`config.mk`:
```
export PLATFORM = sky130hd
export DESIGN_NAME = grid_path_velocity_profiler
export DESIGN_NICKNAME = d
export VERILOG_FILES = /design/src/rtl/gpvp_pkg.sv /design/src/rtl/gpvp_front.sv /design/src/rtl/gpvp_queue.sv /design/src/rtl/gpvp_back.sv /design/src/rtl/grid_path_velocity_profiler.sv
export SDC_FILE = /design/constraint.sdc
export NUM_CORES = 1
export LEC_CHECK = 0
export BUFFER_PORTS_ARGS = -buffer_cell sky130_fd_sc_hd__clkbuf_2
export CORE_MARGIN = 2
export CORE_UTILIZATION = 65
export CTS_CLUSTER_DIAMETER = 60
export DETAILED_ROUTE_END_ITERATION = 8
export GPL_TIMING_DRIVEN = 0
export PLACE_DENSITY = 0.95
export SLEW_MARGIN = 20
export SYNTH_ARGS = -nofsm -noshare
export SYNTH_HDL_FRONTEND = slang
export SYNTH_HIERARCHICAL = 1
export SYNTH_SLANG_ARGS = --single-unit
```
`constraint.sdc`:
```
create_clock -name clk -period 8.56 [get_ports clk]
set_input_delay 0.856 -clock clk [delete_from_list [all_inputs] [get_ports clk]]
set_output_delay 0.856 -clock clk [all_outputs]
set_load 0.02 [all_outputs]
```
`src/rtl/gpvp_pkg.sv`:
```
// ----------------------------------------------------------------------------
// gpvp_pkg
// Shared types, constants and speed profile tables of the grid path velocity
// profiler.
// ----------------------------------------------------------------------------
package gpvp_pkg;

  localparam int COORD_W     = 8;
  localparam int SPEED_W     = 6;
  localparam int SLOT_W      = 12;
  localparam int IN_TDATA_W  = 16;
  localparam int OUT_TDATA_W = 24;

  localparam int CRUISE_SLOTS_PER_CELL = 10;
  localparam int CRUISE_W = $clog2(CRUISE_SLOTS_PER_CELL + 1);
  localparam int PROD_W   = (COORD_W + CRUISE_W > SLOT_W) ? COORD_W + CRUISE_W : SLOT_W;
  localparam int SLOT_MAX = (1 << SLOT_W) - 1;

  localparam int QDEPTH = 4;
  localparam int QPTR_W = $clog2(QDEPTH);

  localparam int STEP_W = 4;
  localparam logic [STEP_W-1:0] STEP_SHORT_LAST = STEP_W'(2);
  localparam logic [STEP_W-1:0] STEP_RAMP_TOP   = STEP_W'(3);
  localparam logic [STEP_W-1:0] STEP_CRUISE     = STEP_W'(4);
  localparam logic [STEP_W-1:0] STEP_LONG_LAST  = STEP_W'(8);

  localparam logic [SPEED_W-1:0] V_05 = SPEED_W'(5);
  localparam logic [SPEED_W-1:0] V_10 = SPEED_W'(10);
  localparam logic [SPEED_W-1:0] V_15 = SPEED_W'(15);
  localparam logic [SPEED_W-1:0] V_20 = SPEED_W'(20);
  localparam logic [SPEED_W-1:0] V_25 = SPEED_W'(25);

  localparam logic [SLOT_W-1:0] RAMP_SLOTS = SLOT_W'(5);
  localparam logic [SLOT_W-1:0] PEAK_SLOTS = SLOT_W'(10);

  typedef struct packed {
    logic              long_leg;
    logic              has_cruise;
    logic              neg_x;
    logic              nz_x;
    logic              neg_y;
    logic              nz_y;
    logic [SLOT_W-1:0] cruise_slots;
  } leg_t;

  typedef struct packed {
    logic full;
    logic empty;
  } q_stat_t;

  function automatic logic [SPEED_W-1:0] seg_speed(input logic long_leg,
                                                   input logic [STEP_W-1:0] step);
    logic [SPEED_W-1:0] v;
    v = V_05;
    if (!long_leg) begin
      v = (step == STEP_W'(1)) ? V_15 : V_10;
    end else begin
      case (step)
        STEP_W'(0): v = V_05;
        STEP_W'(1): v = V_10;
        STEP_W'(2): v = V_15;
        STEP_W'(3): v = V_20;
        STEP_W'(4): v = V_25;
        STEP_W'(5): v = V_20;
        STEP_W'(6): v = V_15;
        STEP_W'(7): v = V_10;
        default:    v = V_05;
      endcase
    end
    return v;
  endfunction

  function automatic logic [SLOT_W-1:0] seg_slots(input logic long_leg,
                                                  input logic [STEP_W-1:0] step,
                                                  input logic [SLOT_W-1:0] cruise);
    logic [SLOT_W-1:0] s;
    s = RAMP_SLOTS;
    if (!long_leg) begin
      s = (step == STEP_W'(1)) ? PEAK_SLOTS : RAMP_SLOTS;
    end else if (step == STEP_CRUISE) begin
      s = cruise;
    end
    return s;
  endfunction

  function automatic logic [SPEED_W-1:0] apply_dir(input logic neg, input logic nz,
                                                   input logic [SPEED_W-1:0] mag);
    logic [SPEED_W-1:0] r;
    r = '0;
    if (nz) begin
      r = neg ? SPEED_W'(~mag + 1'b1) : mag;
    end
    return r;
  endfunction

endpackage

```
`src/rtl/gpvp_front.sv`:
```
// ----------------------------------------------------------------------------
// gpvp_front
// Takes waypoints, keeps the previous one and turns each real leg into a
// leg descriptor for the segment queue.
// ----------------------------------------------------------------------------
module gpvp_front (
  input  logic                             clk,
  input  logic                             rst,
  input  logic                             s_tvalid,
  output logic                             s_tready,
  input  logic [gpvp_pkg::IN_TDATA_W-1:0]  s_tdata,
  input  logic [0:0]                       s_tuser,
  input  gpvp_pkg::q_stat_t                q_stat,
  output logic                             push,
  output gpvp_pkg::leg_t                   push_leg
);
  import gpvp_pkg::*;

  logic [COORD_W-1:0] prev_x;
  logic [COORD_W-1:0] prev_y;
  logic               have_prev;

  logic [COORD_W-1:0] x, y, adx, ady, leg_len, leg_len_m2;
  logic [PROD_W-1:0]  prod;
  logic               start, accept;

  assign s_tready = !q_stat.full;
  assign accept   = s_tvalid && s_tready;
  assign x        = s_tdata[COORD_W-1:0];
  assign y        = s_tdata[2*COORD_W-1:COORD_W];
  assign start    = s_tuser[0];

  always_comb begin
    adx        = (x >= prev_x) ? x - prev_x : prev_x - x;
    ady        = (y >= prev_y) ? y - prev_y : prev_y - y;
    leg_len    = (x != prev_x) ? adx : ady;
    leg_len_m2 = leg_len - COORD_W'(2);
    prod       = PROD_W'(leg_len_m2) * PROD_W'(CRUISE_SLOTS_PER_CELL);

    push_leg.long_leg     = (leg_len != COORD_W'(1));
    push_leg.has_cruise   = (leg_len > COORD_W'(2));
    push_leg.neg_x        = (x < prev_x);
    push_leg.nz_x         = (x != prev_x);
    push_leg.neg_y        = (y < prev_y);
    push_leg.nz_y         = (y != prev_y);
    push_leg.cruise_slots = (prod > PROD_W'(SLOT_MAX)) ? SLOT_W'(SLOT_MAX) : SLOT_W'(prod);

    push = accept && have_prev && !start && ((x != prev_x) || (y != prev_y));
  end

  always_ff @(posedge clk) begin
    if (rst) begin
      prev_x    <= '0;
      prev_y    <= '0;
      have_prev <= 1'b0;
    end else if (accept) begin
      prev_x    <= x;
      prev_y    <= y;
      have_prev <= 1'b1;
    end
  end

endmodule

```
`src/rtl/gpvp_queue.sv`:
```
// ----------------------------------------------------------------------------
// gpvp_queue
// Short queue of leg descriptors between the waypoint front end and the
// segment sequencer.
// ----------------------------------------------------------------------------
module gpvp_queue (
  input  logic              clk,
  input  logic              rst,
  input  logic              push,
  input  gpvp_pkg::leg_t    push_leg,
  input  logic              pop,
  output gpvp_pkg::leg_t    head_leg,
  output gpvp_pkg::q_stat_t q_stat
);
  import gpvp_pkg::*;

  leg_t              mem [QDEPTH];
  logic [QPTR_W-1:0] wr_ptr;
  logic [QPTR_W-1:0] rd_ptr;
  logic [QPTR_W:0]   count;

  assign head_leg     = mem[rd_ptr];
  assign q_stat.full  = (count == (QPTR_W+1)'(QDEPTH));
  assign q_stat.empty = (count == '0);

  always_ff @(posedge clk) begin
    if (push) begin
      mem[wr_ptr] <= push_leg;
    end
  end

  always_ff @(posedge clk) begin
    if (rst) begin
      wr_ptr <= '0;
      rd_ptr <= '0;
      count  <= '0;
    end else begin
      if (push) begin
        wr_ptr <= wr_ptr + 1'b1;
      end
      if (pop) begin
        rd_ptr <= rd_ptr + 1'b1;
      end
      if (push && !pop) begin
        count <= count + 1'b1;
      end else if (pop && !push) begin
        count <= count - 1'b1;
      end
    end
  end

endmodule

```
`src/rtl/gpvp_back.sv`:
```
// ----------------------------------------------------------------------------
// gpvp_back
// Steps through the speed profile of the leg at the head of the queue and
// presents one segment per cycle in the output register, while the queue holds a leg and the output is not stalled.
// ----------------------------------------------------------------------------
module gpvp_back (
  input  logic                              clk,
  input  logic                              rst,
  input  gpvp_pkg::leg_t                    head_leg,
  input  gpvp_pkg::q_stat_t                 q_stat,
  output logic                              pop,
  output logic                              m_tvalid,
  input  logic                              m_tready,
  output logic [gpvp_pkg::OUT_TDATA_W-1:0]  m_tdata,
  output logic                              m_tlast
);
  import gpvp_pkg::*;

  logic [STEP_W-1:0]  step;
  logic [STEP_W-1:0]  step_next;
  logic               load, last_step;
  logic [SPEED_W-1:0] mag, vx, vy;
  logic [SLOT_W-1:0]  slots;

  always_comb begin
    load      = !q_stat.empty && (!m_tvalid || m_tready);
    last_step = head_leg.long_leg ? (step == STEP_LONG_LAST) : (step == STEP_SHORT_LAST);
    pop       = load && last_step;
    mag       = seg_speed(head_leg.long_leg, step);
    slots     = seg_slots(head_leg.long_leg, step, head_leg.cruise_slots);
    vx        = apply_dir(head_leg.neg_x, head_leg.nz_x, mag);
    vy        = apply_dir(head_leg.neg_y, head_leg.nz_y, mag);
    step_next = step + 1'b1;
    if (last_step) begin
      step_next = '0;
    end else if (head_leg.long_leg && !head_leg.has_cruise && step == STEP_RAMP_TOP) begin
      step_next = STEP_CRUISE + 1'b1;
    end
  end

  always_ff @(posedge clk) begin
    if (rst) begin
      step     <= '0;
      m_tvalid <= 1'b0;
    end else begin
      if (load) begin
        step     <= step_next;
        m_tvalid <= 1'b1;
      end else if (m_tready) begin
        m_tvalid <= 1'b0;
      end
    end
  end

  always_ff @(posedge clk) begin
    if (load) begin
      m_tdata <= {slots, vy, vx};
      m_tlast <= last_step;
    end
  end

endmodule

```
`src/rtl/grid_path_velocity_profiler.sv`:
```
// ----------------------------------------------------------------------------
// grid_path_velocity_profiler
// Turns a stream of grid waypoints into constant-velocity speed segments.
// ----------------------------------------------------------------------------
// An accepted waypoint's leg is written into the leg queue; its first segment
// then passes through the output register before it is valid on the output.
// The sequencer emits one segment per cycle while the output is not stalled: a leg gives 3, 8 or 9 segments.
// Path starts and repeated waypoints are accepted and emit nothing.
// Synchronous reset clears the previous waypoint, the queue and output valid.
module grid_path_velocity_profiler (
  input  logic                              clk,
  input  logic                              rst,
  input  logic                              s_tvalid,
  output logic                              s_tready,
  // grid_x [7:0], grid_y [15:8]
  input  logic [gpvp_pkg::IN_TDATA_W-1:0]   s_tdata,
  // path_start [0]
  input  logic [0:0]                        s_tuser,
  output logic                              m_tvalid,
  input  logic                              m_tready,
  // speed_x [5:0], speed_y [11:6], slot_count [23:12]
  output logic [gpvp_pkg::OUT_TDATA_W-1:0]  m_tdata,
  output logic                              m_tlast
);
  import gpvp_pkg::*;

  q_stat_t q_stat;
  leg_t    push_leg;
  leg_t    head_leg;
  logic    push;
  logic    pop;

  gpvp_front u_front (
    .clk      (clk),
    .rst      (rst),
    .s_tvalid (s_tvalid),
    .s_tready (s_tready),
    .s_tdata  (s_tdata),
    .s_tuser  (s_tuser),
    .q_stat   (q_stat),
    .push     (push),
    .push_leg (push_leg)
  );

  gpvp_queue u_queue (
    .clk      (clk),
    .rst      (rst),
    .push     (push),
    .push_leg (push_leg),
    .pop      (pop),
    .head_leg (head_leg),
    .q_stat   (q_stat)
  );

  gpvp_back u_back (
    .clk      (clk),
    .rst      (rst),
    .head_leg (head_leg),
    .q_stat   (q_stat),
    .pop      (pop),
    .m_tvalid (m_tvalid),
    .m_tready (m_tready),
    .m_tdata  (m_tdata),
    .m_tlast  (m_tlast)
  );

`ifndef NO_ASSERTIONS
  a_pop_not_empty: assert property (@(posedge clk) disable iff (rst)
    pop |-> !q_stat.empty)
    else $error("leg queue popped while empty");

  a_push_not_full: assert property (@(posedge clk) disable iff (rst)
    push |-> !q_stat.full)
    else $error("leg queue pushed while full");

  a_segment_moves: assert property (@(posedge clk) disable iff (rst)
    m_tvalid |-> (m_tdata[SPEED_W-1:0] != '0 || m_tdata[2*SPEED_W-1:SPEED_W] != '0))
    else $error("segment with zero velocity on both axes");

  a_segment_slots: assert property (@(posedge clk) disable iff (rst)
    m_tvalid |-> (m_tdata[OUT_TDATA_W-1:2*SPEED_W] != '0))
    else $error("segment with zero slot count");
`endif

endmodule
```
==> flow_metrics.env <==
export IMPL_reg2reg_slack_ns=3.47
export IMPL_total_power_mw=2.03
export IMPL_r2r_start="u_front/prev_y[3]"
export IMPL_ff_latch_area_sq_um=3630
export IMPL_crit_type="in -> reg"
export IMPL_synth_compound_area_share_pct=12.0
export IMPL_drc_errors=0
export IMPL_worstReg2RegEnd="u_queue/mem[3][10]"
export IMPL_numCtsBuffers=17
export IMPL_yosysMostFrequentCell="edfxtp_1"
export IMPL_cts_clk_slew_worst_paths_ns=0.06
export IMPL_leakage_nw=3.40
export IMPL_finalCritPeriodShare_pct=62.8
export IMPL_drv_slew=0
export IMPL_h_tree_depth=4
export IMPL_worst_hold_startpoint="u_front/prev_x[7]"
export IMPL_final_nets=801
export IMPL_synth_common_cells="97 x edfxtp_1, 57 x inv_1, 56 x nand2_1, 54 x ha_1, 45 x a21oi_1"
export IMPL_synthAdderAreaFrac_pct=10.6
export IMPL_finClkSkew_ns=0.00896
export IMPL_synth_edf_count=97
export IMPL_period_needed_ns=5.37
export IMPL_hold_path_class="reg -> reg"
export IMPL_wl_mm=16.3
export IMPL_power_density_nw_per_um2=239
export IMPL_critPathMaxFanout=9
export IMPL_setup_worst_path_start="s_tdata[11]"
export IMPL_yosysUniqueCellTypes=77
export IMPL_synthArstFlopShare_pct=0
export IMPL_diodes=0
export IMPL_first_pass_iters=6
export IMPL_status="complete, no violations"
export IMPL_overflow=0
export IMPL_yosys_top_cells_area="edfxtp_1 39%, dfxtp_1 9.6%, ha_1 9.0%"
export IMPL_synth_xor_area_share_pct=2.75
export IMPL_endpoint="u_queue/mem[3][10]"
export IMPL_rows=39
export IMPL_synth_top_family_by_area="simple AND/OR/NAND/NOR gates"
export IMPL_synth_avg_cell_area_sq_um=11.5
export IMPL_cts_setup_buffers=0
export IMPL_clock_fmax_ghz=0.186
export IMPL_finalHoldViolCount=0
export IMPL_coreArea_sq_um=11300
export IMPL_synth_area_leader_cell="edfxtp_1"
export IMPL_reg2reg_depth=18
export IMPL_die_area_sq_um=12400
export IMPL_die_h_um=111
export IMPL_peakVddDrop_uv=167
export IMPL_viasPerCell=6.19
export IMPL_vias=5422
export IMPL_ys_seq_area_share_pct=48.5
export IMPL_cts_buffer_depth=2
export IMPL_cts_tree="built"
export IMPL_io_pins=48
export IMPL_grt_max_degree=27
export IMPL_synth_nets=735
export IMPL_clock_sinks=133
export IMPL_start_util_pct=66.2
export IMPL_fin_tns_setup_ns=0
export IMPL_rsz0062_at_grt="no"
export IMPL_drv_cap=0
export IMPL_slew_headroom_pct=30.5
export IMPL_die_width_um=111
export IMPL_yosys_warnings=6
export IMPL_netlist_instances=654
export IMPL_worst_pin_slew_ns=1.04
export IMPL_clock_latency_ns=0.41
export IMPL_post_drt_wl_per_cell_um=18.6
export IMPL_final_antenna_net_count=0
export IMPL_io_buffer_count=47
export IMPL_start_kind="input port"
export IMPL_dp_hpwl_mm=11.3
export IMPL_cts_hold_buf=0
export IMPL_grt_antenna_before_repair=0
export IMPL_multi_input_area_sq_um=3520
export IMPL_synthSimpleGateAreaFrac_pct=14.4
export IMPL_synth_top_area_share_pct=38.9
export IMPL_end_kind="register"
export IMPL_synth_mux_area_share_pct=7.03
export IMPL_track_usage_pct=27.4
export IMPL_ys_flop_type="edfxtp_1"
export IMPL_cts_root_buffer_cell="clkbuf_16"
export IMPL_ys_ff_latch=133
export IMPL_worst_ep_arrival_time_ns=5.50
export IMPL_grt_pass1_vias=5344
export IMPL_post_cts_resized=0
export IMPL_fill_cells=719
export IMPL_setup_violations=0
export IMPL_gp_congestion=0.883
export IMPL_drt_iter0_markers=531
export IMPL_netlist_area_sq_um=7490
export IMPL_required_ns=8.69
export IMPL_layout_drive_gt1_share_pct=18.1
export IMPL_grt_pass1_wl_mm=26.8
export IMPL_area_growth_pct=13.2
==> critical path, stage by stage <==
cell and delay [ns]:
clkbuf_2 0.11, inv_1 0.05, ha_1 0.27, buf_2 0.17, a21oi_1 0.34, a31oi_2 0.20, nor2_1 0.31, mux2i_1 0.17
nand2_1 0.11, o221ai_1 0.36, ha_1 0.40, o2111a_2 0.17, xnor2_1 0.28, ha_1 0.31, ha_1 0.36, a21oi_1 0.19
o21bai_1 0.13, a21o_1 0.20, a21oi_1 0.20, xnor3_1 0.31
==> registers in the layout, indices dropped and copies added, names as in the netlist, named ones only <==
name	flops
u_back/m_tdata	24
u_front/have_prev	1
u_back/m_tlast	1
u_front/prev_y	8
u_queue/mem	72
u_front/prev_x	8
u_queue/rd_ptr	2
u_queue/wr_ptr	2
u_queue/count	3
u_back/m_tvalid	1
u_back/step	4
==> placed cells by master, fill, tap and decap left out, types with 4 or more instances in the layout <==
cell type / n
nand3_1: 7
nor4b_2: 4
clkbuf_1: 8
clkbuf_16: 17
a21o_1: 15
xnor2_1: 11
clkbuf_2: 49
nor3_1: 16
buf_2: 9
o311ai_0: 4
a21oi_1: 45
nand4_1: 5
ha_1: 54
o21ai_0: 18
mux2i_1: 8
dfxtp_1: 36
or2_2: 6
o21a_1: 6
and2_1: 15
fa_1: 6
inv_6: 6
mux4_1: 8
xor2_1: 10
edfxtp_1: 97
nor2_1: 37
and3_1: 6
nand2_1: 56
mux4_2: 10
nand2b_1: 9
inv_1: 57
nor2b_1: 12
==> report_power, final <==
group	total (mW)	leakage (nW)	switching [mW]	internal (mW)
Combinational	0.514	1.92	0.323	0.191
Sequential	0.818	1.21	0.0171	0.801
Clock	0.696	0.273	0.290	0.406
Total	2.03	3.40	0.630	1.40
==> cell type report <==
type                            instances  share of cell area (%)
Tap cell                              143                    2.11
Buffer                                 23                    1.55
Sequential cell                       133                    42.8
Timing Repair Buffer                   47                    2.77
Clock buffer                           17                    5.01
Clock inverter                         15                    1.70
Multi-Input combinational cell        440                    41.4
Inverter                               58                    2.60
==> worst min path at each step <==
stage                         to  depth (start not counted)
5_1_grt        u_front/prev_y[4]                          2
2_1_floorplan  u_front/have_prev                          2
4_1_cts        u_front/prev_x[7]                          2
6_report       u_front/prev_x[7]                          2
3_3_place_gp   u_front/prev_x[7]                          2
3_5_place_dp   u_front/prev_x[7]                          2
==> cells by family after synthesis <==
family | count (synthesis)
AND/OR/NAND/NOR | 197
AO/OA/AOI/OAI | 133
flip-flops | 133
buffers and inverters | 81
adder cells (fa/ha/maj) | 60
multiplexers | 27
XOR/XNOR | 22
other | 1
==> metrics by stage <==
stage	util, %	worst slack, ns	hold slack (ns)	instances	instance area, sq um
after floorplan	-	3.80	0.432	654	7490
after global placement	69.9	3.16	0.443	844	7910
after detailed placement	69.9	2.97	0.459	844	7910
after CTS	74.9	3.30	0.466	876	8480
after global routing	74.9	2.97	0.499	876	8480
final	74.9	3.19	0.463	876	8480
==> per-layer routing <==
layer / share of wire (%) / track usage, % / routed length (um)
met1: 40 / 33.9 / 6580
met2: 51 / 48.1 / 8380
met3: 6.1 / 5.61 / 992
met4: 2.4 / 9.96 / 390
met5: 0 / 0 / 0
(Power assumes the default switching activity.)
